File: config.mk
export PLATFORM = sky130hd
export DESIGN_NAME = imu_sample_correct_heading_core
export DESIGN_NICKNAME = d
export VERILOG_FILES = /design/src/rtl/core/imuhd_pkg.sv /design/src/rtl/core/imu_sample_correct_heading_core.sv
export SDC_FILE = /design/constraint.sdc
export NUM_CORES = 2
export LEC_CHECK = 0
export BUFFER_PORTS_ARGS = -buffer_cell sky130_fd_sc_hd__buf_2
export CORE_MARGIN = 4
export CORE_UTILIZATION = 40
export CTS_CLUSTER_SIZE = 40
export DETAILED_ROUTE_END_ITERATION = 12
export PLACE_DENSITY_LB_ADDON = 0.05
export SYNTH_ARGS = -nofsm -noshare
export SYNTH_HDL_FRONTEND = slang
export SYNTH_SLANG_ARGS = --single-unit
File: constraint.sdc
create_clock -name clk_i -period 18.8 [get_ports clk_i]
set_clock_uncertainty 0.05 [all_clocks]
set_input_delay 3.76 -clock clk_i [delete_from_list [all_inputs] [get_ports clk_i]]
set_output_delay 3.76 -clock clk_i [all_outputs]
set_load 0.01 [all_outputs]
File: src/rtl/core/imuhd_pkg.sv
// Shared types and constants for the IMU sample correction and heading core.
// Depends on nothing; used by imu_sample_correct_heading_core.
package imuhd_pkg;

  typedef enum logic [3:0] {
    ST_IDLE,
    ST_SCALE,
    ST_SUM,
    ST_MUL,
    ST_DIV,
    ST_PRE,
    ST_CORDIC,
    ST_POST,
    ST_FIN
  } state_e;

  // Register indexes
  localparam logic [2:0] REG_ACC_OFF_X = 3'd0;
  localparam logic [2:0] REG_ACC_OFF_Y = 3'd1;
  localparam logic [2:0] REG_ACC_OFF_Z = 3'd2;
  localparam logic [2:0] REG_GYR_OFF_X = 3'd3;
  localparam logic [2:0] REG_GYR_OFF_Y = 3'd4;
  localparam logic [2:0] REG_GYR_OFF_Z = 3'd5;
  localparam logic [2:0] REG_MAG_ADJ   = 3'd6;

  localparam int unsigned DIV_STEPS    = 21;
  localparam int unsigned CORDIC_ITERS = 20;
  localparam int unsigned ANG_FRAC     = 16;

  localparam logic signed [25:0] ANG_90  = 26'sd5898240;
  localparam logic signed [25:0] ANG_360 = 26'sd23592960;

  localparam logic signed [19:0] MAG_OUT_MAX = 20'sd524287;
  localparam logic signed [19:0] MAG_OUT_MIN = -20'sd524288;

  // CORDIC arctangent of 2^-i in units of 2^-16 degree
  function automatic logic [21:0] atan_lut(input logic [4:0] idx);
    logic [21:0] v;
    case (idx)
      5'd0:  v = 22'd2949120;
      5'd1:  v = 22'd1740967;
      5'd2:  v = 22'd919879;
      5'd3:  v = 22'd466945;
      5'd4:  v = 22'd234379;
      5'd5:  v = 22'd117304;
      5'd6:  v = 22'd58666;
      5'd7:  v = 22'd29335;
      5'd8:  v = 22'd14668;
      5'd9:  v = 22'd7334;
      5'd10: v = 22'd3667;
      5'd11: v = 22'd1833;
      5'd12: v = 22'd917;
      5'd13: v = 22'd458;
      5'd14: v = 22'd229;
      5'd15: v = 22'd115;
      5'd16: v = 22'd57;
      5'd17: v = 22'd29;
      5'd18: v = 22'd14;
      5'd19: v = 22'd7;
      default: v = 22'd0;
    endcase
    return v;
  endfunction

endpackage

File: src/rtl/core/imu_sample_correct_heading_core.sv
// Top level of the IMU sample correction and heading core.
// Depends on imuhd_pkg (state type, register indexes, CORDIC angle table).
//
//  channel | signals                                   | direction
//  --------+-------------------------------------------+----------
//  in      | in_valid_i / in_ready_o, nine raw axes    | into core
//  out     | out_valid_o / out_ready_i, ten results    | out of core
//  cfg     | psel/penable/pwrite/paddr/pwdata/prdata   | APB slave
//
// Per item, after its accept: 3 mag scaling steps through the shared multiplier,
// one span sum, per mag axis one multiply and 21 restoring divide steps, one
// pre-rotation, 20 CORDIC iterations through one shift/add unit, one rounding
// and one output step. The next item is taken only after the output step.
// Reset presets the running min/max, the registers and the handshake state.
// A finished result sits in the output register; the next item is taken while
// it waits, and the sequencer holds in its last step only if that register is full.
module imu_sample_correct_heading_core #(
  parameter int SAMPLE_WIDTH      = 16,
  parameter int HEADING_FRAC_BITS = 7
) (
  input  logic               clk_i,
  input  logic               rst_ni,
  // input channel
  input  logic               in_valid_i,
  output logic               in_ready_o,
  input  logic signed [15:0] accel_raw_x_i,
  input  logic signed [15:0] accel_raw_y_i,
  input  logic signed [15:0] accel_raw_z_i,
  input  logic signed [15:0] gyro_raw_x_i,
  input  logic signed [15:0] gyro_raw_y_i,
  input  logic signed [15:0] gyro_raw_z_i,
  input  logic signed [15:0] mag_raw_x_i,
  input  logic signed [15:0] mag_raw_y_i,
  input  logic signed [15:0] mag_raw_z_i,
  // output channel
  output logic               out_valid_o,
  input  logic               out_ready_i,
  output logic signed [17:0] accel_out_x_o,
  output logic signed [17:0] accel_out_y_o,
  output logic signed [17:0] accel_out_z_o,
  output logic signed [17:0] gyro_out_x_o,
  output logic signed [17:0] gyro_out_y_o,
  output logic signed [17:0] gyro_out_z_o,
  output logic signed [19:0] mag_out_x_o,
  output logic signed [19:0] mag_out_y_o,
  output logic signed [19:0] mag_out_z_o,
  output logic        [15:0] heading_angle_o,
  // configuration port
  input  logic               psel,
  input  logic               penable,
  input  logic               pwrite,
  input  logic        [4:0]  paddr,
  input  logic        [31:0] pwdata,
  output logic        [31:0] prdata,
  output logic               pready
);

  localparam int SX_SH  = 16 - SAMPLE_WIDTH;
  localparam int HSHIFT = imuhd_pkg::ANG_FRAC - HEADING_FRAC_BITS;
  localparam logic [24:0] H_RND  = 25'(1) << (HSHIFT - 1);
  localparam logic [24:0] H_FULL = 25'(360) << HEADING_FRAC_BITS;

  // ---------------- configuration registers ----------------
  logic signed [16:0] off_q [6];
  logic        [23:0] mag_adj_q;
  logic        [2:0]  reg_idx;
  logic               wr_en;

  assign pready = 1'b1;
  assign reg_idx = paddr[4:2];
  assign wr_en = psel && penable && pwrite;

  always_ff @(posedge clk_i or negedge rst_ni) begin
    if (!rst_ni) begin
      for (int k = 0; k < 6; k++) off_q[k] <= '0;
      mag_adj_q <= 24'h808080;
    end else if (wr_en) begin
      case (reg_idx)
        imuhd_pkg::REG_ACC_OFF_X: off_q[0] <= pwdata[16:0];
        imuhd_pkg::REG_ACC_OFF_Y: off_q[1] <= pwdata[16:0];
        imuhd_pkg::REG_ACC_OFF_Z: off_q[2] <= pwdata[16:0];
        imuhd_pkg::REG_GYR_OFF_X: off_q[3] <= pwdata[16:0];
        imuhd_pkg::REG_GYR_OFF_Y: off_q[4] <= pwdata[16:0];
        imuhd_pkg::REG_GYR_OFF_Z: off_q[5] <= pwdata[16:0];
        imuhd_pkg::REG_MAG_ADJ:   mag_adj_q <= pwdata[23:0];
        default: ;
      endcase
    end
  end

  // register readback
  always_comb begin
    case (reg_idx)
      imuhd_pkg::REG_ACC_OFF_X: prdata = {15'd0, off_q[0]};
      imuhd_pkg::REG_ACC_OFF_Y: prdata = {15'd0, off_q[1]};
      imuhd_pkg::REG_ACC_OFF_Z: prdata = {15'd0, off_q[2]};
      imuhd_pkg::REG_GYR_OFF_X: prdata = {15'd0, off_q[3]};
      imuhd_pkg::REG_GYR_OFF_Y: prdata = {15'd0, off_q[4]};
      imuhd_pkg::REG_GYR_OFF_Z: prdata = {15'd0, off_q[5]};
      imuhd_pkg::REG_MAG_ADJ:   prdata = {8'd0, mag_adj_q};
      default:                  prdata = '0;
    endcase
  end

  // ---------------- input sign extension ----------------
  function automatic logic signed [15:0] sx_in(input logic signed [15:0] v);
    logic signed [15:0] t;
    t = v <<< SX_SH;
    return t >>> SX_SH;
  endfunction

  logic signed [15:0] raw_in [6];
  logic signed [17:0] ag_new [6];
  always_comb begin
    raw_in[0] = sx_in(accel_raw_x_i);
    raw_in[1] = sx_in(accel_raw_y_i);
    raw_in[2] = sx_in(accel_raw_z_i);
    raw_in[3] = sx_in(gyro_raw_x_i);
    raw_in[4] = sx_in(gyro_raw_y_i);
    raw_in[5] = sx_in(gyro_raw_z_i);
    for (int k = 0; k < 6; k++) begin
      ag_new[k] = 18'(raw_in[k]) - 18'(off_q[k]);
    end
    // accel x, gyro y and gyro z change sign
    ag_new[0] = -ag_new[0];
    ag_new[4] = -ag_new[4];
    ag_new[5] = -ag_new[5];
  end

  // ---------------- sequencer ----------------
  imuhd_pkg::state_e state_q, state_d;
  logic [1:0] ax_q;
  logic [4:0] cnt_q;
  logic       out_valid_q;
  logic       in_acc;
  logic       fin_go;

  assign in_ready_o  = (state_q == imuhd_pkg::ST_IDLE);
  assign in_acc      = in_valid_i && in_ready_o;
  assign fin_go      = (state_q == imuhd_pkg::ST_FIN) && (!out_valid_q || out_ready_i);
  assign out_valid_o = out_valid_q;

  always_ff @(posedge clk_i or negedge rst_ni) begin
    if (!rst_ni) state_q <= imuhd_pkg::ST_IDLE;
    else         state_q <= state_d;
  end

  always_comb begin
    state_d = state_q;
    case (state_q)
      imuhd_pkg::ST_IDLE:   if (in_valid_i) state_d = imuhd_pkg::ST_SCALE;
      imuhd_pkg::ST_SCALE:  if (ax_q == 2'd2) state_d = imuhd_pkg::ST_SUM;
      imuhd_pkg::ST_SUM:    state_d = imuhd_pkg::ST_MUL;
      imuhd_pkg::ST_MUL:    state_d = imuhd_pkg::ST_DIV;
      imuhd_pkg::ST_DIV: begin
        if (cnt_q == 5'(imuhd_pkg::DIV_STEPS - 1)) begin
          state_d = (ax_q == 2'd2) ? imuhd_pkg::ST_PRE : imuhd_pkg::ST_MUL;
        end
      end
      imuhd_pkg::ST_PRE:    state_d = imuhd_pkg::ST_CORDIC;
      imuhd_pkg::ST_CORDIC: begin
        if (cnt_q == 5'(imuhd_pkg::CORDIC_ITERS - 1)) state_d = imuhd_pkg::ST_POST;
      end
      imuhd_pkg::ST_POST:   state_d = imuhd_pkg::ST_FIN;
      imuhd_pkg::ST_FIN:    if (fin_go) state_d = imuhd_pkg::ST_IDLE;
      default:              state_d = imuhd_pkg::ST_IDLE;
    endcase
  end

  // ---------------- datapath storage ----------------
  logic signed [17:0] ag_q [6];
  logic signed [15:0] rmag_q [3];
  logic signed [17:0] s_q [3];
  logic signed [17:0] mx_q [3];
  logic signed [17:0] mn_q [3];
  logic        [19:0] sum_q;
  logic signed [21:0] cal_q [3];
  logic        [21:0] rem_q;
  logic        [20:0] quo_q;
  logic        [20:0] dvs_q;
  logic               neg_q;
  logic               zspan_q;
  logic signed [19:0] mo_q [3];
  logic signed [30:0] cx_q, cy_q;
  logic signed [25:0] cz_q;
  logic               hzero_q;
  logic        [15:0] head_q;

  // shared multiplier
  logic signed [20:0] mul_a, mul_b;
  logic signed [41:0] prod;
  logic        [7:0]  fac_byte;
  logic signed [17:0] s_new;

  // per-axis terms for the calibration multiply
  logic signed [19:0] ctr_e;
  logic        [18:0] ctr_m;
  logic        [18:0] span;
  logic        [42:0] dvd;

  always_comb begin
    case (ax_q)
      2'd0:    fac_byte = mag_adj_q[7:0];
      2'd1:    fac_byte = mag_adj_q[15:8];
      default: fac_byte = mag_adj_q[23:16];
    endcase
    ctr_e = 20'(s_q[ax_q]) * 20'sd2 - 20'(mx_q[ax_q]) - 20'(mn_q[ax_q]);
    ctr_m = ctr_e[19] ? 19'(-ctr_e) : ctr_e[18:0];
    span  = 19'(20'(mx_q[ax_q]) - 20'(mn_q[ax_q]));
    if (state_q == imuhd_pkg::ST_SCALE) begin
      mul_a = 21'(rmag_q[ax_q]);
      mul_b = $signed({12'd0, 9'(fac_byte) + 9'd128});
    end else begin
      mul_a = $signed({2'd0, ctr_m});
      mul_b = $signed({1'b0, sum_q});
    end
    prod  = mul_a * mul_b;
    s_new = 18'(prod >>> 7);
    dvd   = {prod[39:0], 3'b000} + 43'(span) * 43'd3;
  end

  // restoring divide step
  logic [21:0] rem_sh;
  logic [22:0] trial;
  logic        qbit;
  always_comb begin
    rem_sh = {rem_q[20:0], quo_q[20]};
    trial  = {1'b0, rem_sh} - {2'b00, dvs_q};
    qbit   = !trial[22];
  end

  // saturation and CORDIC pre-rotation
  function automatic logic signed [19:0] sat20(input logic signed [22:0] v);
    if (v > 23'(imuhd_pkg::MAG_OUT_MAX)) return imuhd_pkg::MAG_OUT_MAX;
    if (v < 23'(imuhd_pkg::MAG_OUT_MIN)) return imuhd_pkg::MAG_OUT_MIN;
    return v[19:0];
  endfunction

  logic signed [19:0] sa, sb, sc;
  always_comb begin
    sa = sat20(23'(cal_q[1]));
    sb = sat20(-23'(cal_q[0]));
    sc = sat20(23'(cal_q[2]));
  end

  // CORDIC step
  logic signed [30:0] xs, ys;
  logic signed [25:0] ang;
  always_comb begin
    xs  = cx_q >>> cnt_q;
    ys  = cy_q >>> cnt_q;
    ang = $signed({4'd0, imuhd_pkg::atan_lut(cnt_q)});
  end

  // angle wrap and rounding
  logic signed [25:0] zw;
  logic        [24:0] hr;
  logic        [24:0] hf;
  always_comb begin
    zw = cz_q;
    if (zw < 0) zw = zw + imuhd_pkg::ANG_360;
    if (zw >= imuhd_pkg::ANG_360) zw = zw - imuhd_pkg::ANG_360;
    hr = (zw[24:0] + H_RND) >> HSHIFT;
    hf = (hr >= H_FULL) ? hr - H_FULL : hr;
  end

  // control counters and running extremes
  always_ff @(posedge clk_i or negedge rst_ni) begin
    if (!rst_ni) begin
      ax_q        <= '0;
      cnt_q       <= '0;
      out_valid_q <= 1'b0;
      for (int k = 0; k < 3; k++) begin
        mx_q[k] <= -18'sd131072;
        mn_q[k] <= 18'sd131071;
      end
    end else begin
      if (fin_go) out_valid_q <= 1'b1;
      else if (out_valid_q && out_ready_i) out_valid_q <= 1'b0;
      case (state_q)
        imuhd_pkg::ST_IDLE: begin
          ax_q  <= '0;
          cnt_q <= '0;
        end
        imuhd_pkg::ST_SCALE: begin
          if (s_new > mx_q[ax_q]) mx_q[ax_q] <= s_new;
          if (s_new < mn_q[ax_q]) mn_q[ax_q] <= s_new;
          ax_q <= (ax_q == 2'd2) ? 2'd0 : ax_q + 2'd1;
        end
        imuhd_pkg::ST_MUL: cnt_q <= '0;
        imuhd_pkg::ST_DIV: begin
          if (cnt_q == 5'(imuhd_pkg::DIV_STEPS - 1)) begin
            cnt_q <= '0;
            ax_q  <= ax_q + 2'd1;
          end else begin
            cnt_q <= cnt_q + 5'd1;
          end
        end
        imuhd_pkg::ST_PRE:    cnt_q <= '0;
        imuhd_pkg::ST_CORDIC: cnt_q <= cnt_q + 5'd1;
        default: ;
      endcase
    end
  end

  // payload registers
  always_ff @(posedge clk_i) begin
    case (state_q)
      imuhd_pkg::ST_IDLE: begin
        if (in_acc) begin
          for (int k = 0; k < 6; k++) ag_q[k] <= ag_new[k];
          rmag_q[0] <= sx_in(mag_raw_x_i);
          rmag_q[1] <= sx_in(mag_raw_y_i);
          rmag_q[2] <= sx_in(mag_raw_z_i);
        end
      end
      imuhd_pkg::ST_SCALE: s_q[ax_q] <= s_new;
      imuhd_pkg::ST_SUM: begin
        sum_q <= (20'(mx_q[0]) - 20'(mn_q[0])) + (20'(mx_q[1]) - 20'(mn_q[1]))
               + (20'(mx_q[2]) - 20'(mn_q[2]));
      end
      imuhd_pkg::ST_MUL: begin
        rem_q   <= dvd[42:21];
        quo_q   <= dvd[20:0];
        dvs_q   <= 21'(span) * 21'd6;
        neg_q   <= ctr_e[19];
        zspan_q <= (span == '0);
      end
      imuhd_pkg::ST_DIV: begin
        rem_q <= qbit ? trial[21:0] : rem_sh;
        quo_q <= {quo_q[19:0], qbit};
        if (cnt_q == 5'(imuhd_pkg::DIV_STEPS - 1)) begin
          if (zspan_q) cal_q[ax_q] <= '0;
          else if (neg_q) cal_q[ax_q] <= -$signed({1'b0, quo_q[19:0], qbit});
          else cal_q[ax_q] <= $signed({1'b0, quo_q[19:0], qbit});
        end
      end
      imuhd_pkg::ST_PRE: begin
        mo_q[0] <= sa;
        mo_q[1] <= sb;
        mo_q[2] <= sc;
        hzero_q <= (sa == '0) && (sb == '0);
        if (sb < 0) begin
          if (sa >= 0) begin
            cx_q <= 31'(sa) <<< 8;
            cy_q <= -(31'(sb) <<< 8);
            cz_q <= imuhd_pkg::ANG_90;
          end else begin
            cx_q <= -(31'(sa) <<< 8);
            cy_q <= 31'(sb) <<< 8;
            cz_q <= -imuhd_pkg::ANG_90;
          end
        end else begin
          cx_q <= 31'(sb) <<< 8;
          cy_q <= 31'(sa) <<< 8;
          cz_q <= '0;
        end
      end
      imuhd_pkg::ST_CORDIC: begin
        if (cy_q > 0) begin
          cx_q <= cx_q + ys;
          cy_q <= cy_q - xs;
          cz_q <= cz_q + ang;
        end else begin
          cx_q <= cx_q - ys;
          cy_q <= cy_q + xs;
          cz_q <= cz_q - ang;
        end
      end
      imuhd_pkg::ST_POST: head_q <= hzero_q ? 16'd0 : hf[15:0];
      imuhd_pkg::ST_FIN: begin
        if (fin_go) begin
          accel_out_x_o   <= ag_q[0];
          accel_out_y_o   <= ag_q[1];
          accel_out_z_o   <= ag_q[2];
          gyro_out_x_o    <= ag_q[3];
          gyro_out_y_o    <= ag_q[4];
          gyro_out_z_o    <= ag_q[5];
          mag_out_x_o     <= mo_q[0];
          mag_out_y_o     <= mo_q[1];
          mag_out_z_o     <= mo_q[2];
          heading_angle_o <= head_q;
        end
      end
      default: ;
    endcase
  end

endmodule

# After elaboration in Yosys (flattened, before gate mapping)
# Memories as Yosys holds them, arrays and structs flattened. A register that Yosys moved wholly into a read port is not among the register bits.
# Index checks and enable logic that the tools add are counted.
# W data, S select, Z words.
# word_totals
n_memories	6
inputBits	188
mem_bits_rw	336
romBits	704
ff_bits	451
wordCells	244
out_inout_bits	219
# memory_table
name	depth	width	read_ports	rd_clocked_by_memory_dff	write_ports	line	rtl
(no name shown)	32	22	1	0	0	imuhd_pkg.sv:39	case (idx)
ag_q	6	18	6	6	6	imu_sample_correct_heading_core.sv:171	logic signed [17:0] ag_q [6];
cal_q	3	22	3	0	1	imu_sample_correct_heading_core.sv:177	logic signed [21:0] cal_q [3];
mo_q	3	20	3	3	3	imu_sample_correct_heading_core.sv:183	logic signed [19:0] mo_q [3];
s_q	3	18	1	0	1	imu_sample_correct_heading_core.sv:173	logic signed [17:0] s_q [3];
rmag_q	3	16	1	0	3	imu_sample_correct_heading_core.sv:172	logic signed [15:0] rmag_q [3];
# op_classes
shifts	2
multipliers	3
bitwise	3
addsub	37
reduce_logical	34
n_eq_ne	23
n_lt_le_gt_ge	16
muxes	91
# op_table
operator	count
$mux W20	13
$mux W31	6
$pmux W24 S7	1
$pmux W31 S2	2
$bwmux W54	2
$sub A16 B17 Y18	6
$mux W26	4
$mux W18	5
$pmux W21 S2	2
$sub A18 B18 Y19	4
$bmux W18 S2	2
$add A31 B31 Y31	2
$neg A28 Y31	2
$sshr A31 B5 Y31	2
$sub A31 B31 Y31	2
$neg A18 Y18	3
$pmux W26 S2	1
$gt A22 B20 Y1 const B	2
$lt A22 B20 Y1 const B	2
$mux W22	2
$add A42 B21 Y42	1
$mux W21	2
$logic_not A20 Y1	2
$mul A21 B21 Y39	1
other kinds (70)	138

# Longest topological paths before layout
# depth
word_depth	12
ltp_mapped	57
depth_no_buf	53

# Worst setup path before layout
# No wires, ideal clock.
# synth_timing
path_kind	register to register
start	register ax_q[0]
end	register mn_q[17] in the netlist's numbering
t_required_ns	18.625
setup_ns	0.125
path_slack_ns	4.443
period_less_slack_ns	14.357
path_stages_with_launch	53
path_buffers	8
arrival_ns	14.183
path_cell_list	dfrtp_1 -> buf_1 -> clkbuf_1 -> buf_1 -> clkbuf_1 -> mux2i_1 -> nor2_1 -> a21oi_1 -> fa_1 -> ha_1 -> a2111o_1 -> a2111oi_4 -> o21a_1 -> o21ai_1 -> a211o_1 -> a21oi_2 -> nor2_2 -> nor2_1 -> (+17 left out) -> a22o_1 -> a21o_1 -> clkbuf_1 -> a21boi_0 -> xnor2_1 -> clkbuf_1 -> ha_1 -> a21o_1 -> a21o_1 -> a21oi_1 -> nor2b_1 -> o21ai_0 -> nand2b_1 -> a2111oi_0 -> a22o_1 -> nand2_1 -> clkbuf_1 -> mux2_2
# synth_between
elab_chain_len	12
word_cells_on_any_way	28
cone_classes	4 x add/sub; 1 x mul; 3 x order compare; 1 x eq/ne; 13 x mux; 1 x bitwise; 3 x reduce/logical; 2 x memory
# synth_rtl
item	line	rtl
start, declared	imu_sample_correct_heading_core.sv:132	logic [1:0] ax_q;
start signal, assigned	imu_sample_correct_heading_core.sv:288	ax_q <= (ax_q == 2'd2) ? 2'd0 : ax_q + 2'd1;
start signal, assigned	imu_sample_correct_heading_core.sv:294	ax_q <= ax_q + 2'd1;
$not A2 Y3 (not written as such)	imu_sample_correct_heading_core.sv:207	ctr_e = 20'(s_q[ax_q]) * 20'sd2 - 20'(mx_q[ax_q]) - 20'(mn_q[ax_q]);
$bmux W18 S2	imu_sample_correct_heading_core.sv:207	
$mux W18 (not written as such) (2 in a row)	imu_sample_correct_heading_core.sv:207	
$sub A19 B18 Y20	imu_sample_correct_heading_core.sv:207	
$sub A20 B18 Y20	imu_sample_correct_heading_core.sv:207	
$neg A19 Y19	imu_sample_correct_heading_core.sv:208	ctr_m = ctr_e[19] ? 19'(-ctr_e) : ctr_e[18:0];
$mux W19	imu_sample_correct_heading_core.sv:208	
$mux W21	imu_sample_correct_heading_core.sv:210	if (state_q == imuhd_pkg::ST_SCALE) begin
$mul A21 B21 Y39 (*)	imu_sample_correct_heading_core.sv:217	prod = mul_a * mul_b;
named net prod[18]	imu_sample_correct_heading_core.sv:191	logic signed [41:0] prod;
$lt A18 B18 Y1 (*)	imu_sample_correct_heading_core.sv:287	if (s_new < mn_q[ax_q]) mn_q[ax_q] <= s_new;
$reduce_and A2 Y1 (no line) (*)	-	
end signal, assigned by index	imu_sample_correct_heading_core.sv:275	mn_q[k] <= 18'sd131071;
end, declared	imu_sample_correct_heading_core.sv:175	logic signed [17:0] mn_q [3];
# The timed path passes the listed nets; every way through them passes the cells marked *. The select of a mux whose other input is x is not followed.
# A chain may end at the register's enable or synchronous reset.

# Final worst setup path
# layout_timing
start	register ax_q[0]
end	register mn_q[17] in the netlist's numbering
# layout_between
word_cells_on_any_way	28
cone_classes	4 x add/sub; 1 x mul; 3 x order compare; 1 x eq/ne; 13 x mux; 1 x bitwise; 3 x reduce/logical; 2 x memory
# layout_lines
item	line	rtl
$not A2 Y3 (not written as such)	imu_sample_correct_heading_core.sv:207	
$bmux W18 S2	imu_sample_correct_heading_core.sv:207	
$mux W18 (not written as such) (2 in a row)	imu_sample_correct_heading_core.sv:207	
$sub A19 B18 Y20	imu_sample_correct_heading_core.sv:207	
$sub A20 B18 Y20 (*)	imu_sample_correct_heading_core.sv:207	
named net ctr_e[19]	imu_sample_correct_heading_core.sv:196	logic signed [19:0] ctr_e;
$mux W19 (*)	imu_sample_correct_heading_core.sv:208	
$mux W21 (*)	imu_sample_correct_heading_core.sv:210	
$mul A21 B21 Y39 (*)	imu_sample_correct_heading_core.sv:217	
$lt A18 B18 Y1	imu_sample_correct_heading_core.sv:287	
$reduce_and A2 Y1 (no line)	-	
# Marks and branches as above.

==> summary.txt <==
Routing
  – First-pass DRT Iterations: 5
  – Via density per instance: 5.42
  – Routed WL: 253000 um
  – DR iter-0 viols: 4384
  – DR vias: 58700
  – DRT antenna net count: 0
  – # DRC: 0
  – Routed length per instance: 23.4 um

Cells and area
  – Layout cell share with drive strength beyond 1: ~14%
  – Area Growth Syn to Fin: 11.3%
  – Final #Nets: 9302
  – Most frequent cells in the layout: inv_1, edfxtp_1, nor2_1
  – Commonest non-fill, non-tap cell in the layout: inv_1

Clock network
  – Inserted Clock Buffers: roughly 110
  – # clock sinks: around 960
  – CTS root buf: clkbuf_16
  – Post-CTS Setup Repair Bufs: 0
  – Clk Latency, worst-skew pair: 0.80 ns
  – Max clock buf depth: 3
  – Hold buffer count at cts: 0
  – Post-CTS Resized: 0
  – Htree depth: 3
  – Reg clk slew, reported paths: 0.06 ns
  – CTS tree: yes

Timing
  – Setup TNS: 0 ns
  – Final Max Slew Viols: 0
  – Final period util: 85.6%
  – Tmin final: between 15 and 20 ns
  – Rel. slew slack: 16.5%
  – Setup-failing EPs final: 0
  – Final Hold Violating Endpoints: 0
  – Max Freq: 0.0622 GHz
  – Worst-margin pin slew: 1.25 ns
  – RSZ-0062 raised after global routing: no

Critical path
  – Reg2reg start: ax_q[0]
  – Most frequent CP cell: fa_1
  – CP endpoint kind: register
  – Worst path required time: between 15 and 20 ns
  – CP max-delay cell: xnor2_2
  – CP Max Fanout: 44
  – Critical path's largest stage delay: 1.01 ns
  – CP startpoint kind: register
  – Critical Path Source: ax_q[0]
  – CP Class: register to register
  – WP data arrival: 16.65 ns

Synthesis
  – Post-synthesis instance area: slightly below 80000 um2
  – Post-synth top area share: 27.2%
  – Gate Count Post-Synth: 7749
  – Seq/Total Area, Yosys: 35.1%
  – Synth warn: 0
  – Netlist cell types: 115
  – Mapped Avg Cell Area: 10.1 um2
  – Area contributors post-synth: edfxtp_1, fa_1, ha_1
  – Leading area contributor after synthesis: edfxtp_1
  – Ys async rst share: 25.8%
  – FF+latch count, synth: 955
  – Number of synthesized flops with an enable pin: 709
  – Top_reg_cell synth: edfxtp_1

GRT
  – Tot GR Track Use: 24.4%
  – Number of global-route vias before repair: between 50000 and 60000
  – Largest net degree at the start of global routing: roughly 130
  – First-pass GRT wire length: 377000 um
  – Total grt overflow: 0
  – Initial antenna violation count: 18

Flow run
  – Max Cap Viol: 0

Hold path
  – Hold_sp: ag_q[0][7]
  – Worst min path class: register to register

Run status
  – Outcome: finished clean

Placement
  – Port Buffers: 387
  – Placed wire-length estimate: 200000 um
  – GP Congestion: 0.959

Floorplanning
  – Starting density of the core: between 40% and 50%
  – FP Rows: 162
  – Core ar.: roughly 190000 um2
  – Die width: 451 um
  – Die Y: around 450 um
  – Die Area: 203000 um2
  – Ports: 407
[registers in the layout, summed over array words and instances (netlist names), 20 cells and up]
name,count
sum_q,20
cal_q,66
s_q,54
cx_q,31
mo_q,60
cz_q,26
mx_q,54
quo_q,21
cy_q,31
dvs_q,20
mag_out_x_o,20
mag_out_z_o,20
mag_adj_q,24
rmag_q,48
mn_q,54
mag_out_y_o,20
rem_q,21
ag_q,108
off_q,102
[cell families after synthesis]
group | Yosys count | synth area share (%)
simple gates | 2082 | 12.3
mux | 479 | 7.90
xor+xnor | 454 | 5.10
compound gates | 1503 | 12.1
buf+inv | 1254 | 6.22
fa+ha+maj | 1020 | 21.3
flops | 955 | 35.1
other cells | 2 | 0.00958
[layout make-up]
cell class              count  area [um2]
diodes                     17        42.5
clock buffers             153        3120
clock inverters            61         606
fillers                 18900      108000
inverters                 967        3630
multi-input cells        5566       46300
flip-flops and latches    955       27500
well taps                2624        3280
repair buffers            490        2730
[routing by layer]
metal	track usage [%]	wire length (um)	share of wire (%)	up-vias
met2	40.0	119000	47	1692
met1	33.9	113000	45	29100
met5	0	0	0	-
met4	8.19	9300	3.7	0
met3	2.63	12600	5.0	341
li1	-	-	-	27500
[cell usage after synthesis (all sizes together), types with 14 or more instances]
cell / n
o41ai: 17
and2: 70
dfrtp: 189
nand2b: 74
ha: 495
fa: 525
a211oi: 65
nor3b: 18
o21bai: 24
xnor2: 257
a21oi: 428
mux2i: 163
mux4: 87
nand3: 131
nor4: 31
o21ai: 389
a31oi: 72
o22ai: 51
inv: 958
or3: 51
or2: 22
edfxtp: 709
o21a: 52
xor2: 197
nor2b: 73
dfstp: 57
nand2: 627
o31ai: 35
nand4: 38
and3: 47
buf: 105
o211ai: 47
nor3: 160
mux2: 229
a21o: 96
a21boi: 50
nor2: 691
a211o: 19
or4: 14
clkbuf: 182
a22oi: 20
[critical path: cells and delay by family (launching register included)]
family | cells | cell delay, ns
adder cells (fa/ha/maj) | 11 | 5.32
AO/OA/AOI/OAI | 15 | 3.94
AND/OR/NAND/NOR | 8 | 2.02
XOR/XNOR | 2 | 1.70
buffers and inverters | 6 | 1.40
flip-flops | 1 | 0.96
multiplexers | 2 | 0.44
[final timing paths]
kind | endpoint | cells after the start | slack, ns
max | mn_q[17] | 44 | 2.71
min | accel_out_x_o[7] | 0 | 0.36
min in group asynchronous | mn_q[53] | 1 | 3.00
max reg2reg | mn_q[17] | 44 | 2.71
min reg2reg | accel_out_x_o[7] | 0 | 0.36
max in group asynchronous | off_q[15] | 4 | 12.95
[through the flow]
stage | hold slack (ns) | setup WS [ns] | area [um2] | utilization, % | cells
2_1_floorplan | 0.350 | 4.44 | 78500 | - | 7775
3_3_place_gp | 0.351 | 2.88 | 83400 | 42.8 | 10600
3_5_place_dp | 0.355 | 2.84 | 83400 | 42.8 | 10600
4_1_cts | 0.359 | 2.76 | 87200 | 44.7 | 10800
5_1_grt | 0.369 | 2.10 | 87200 | 44.7 | 10800
6_report | 0.358 | 2.71 | 87200 | 44.7 | 10800
Power is left out: the tool's default activity adds up to more than one toggle a clock period on the data nets, which glitch-free logic cannot reach.
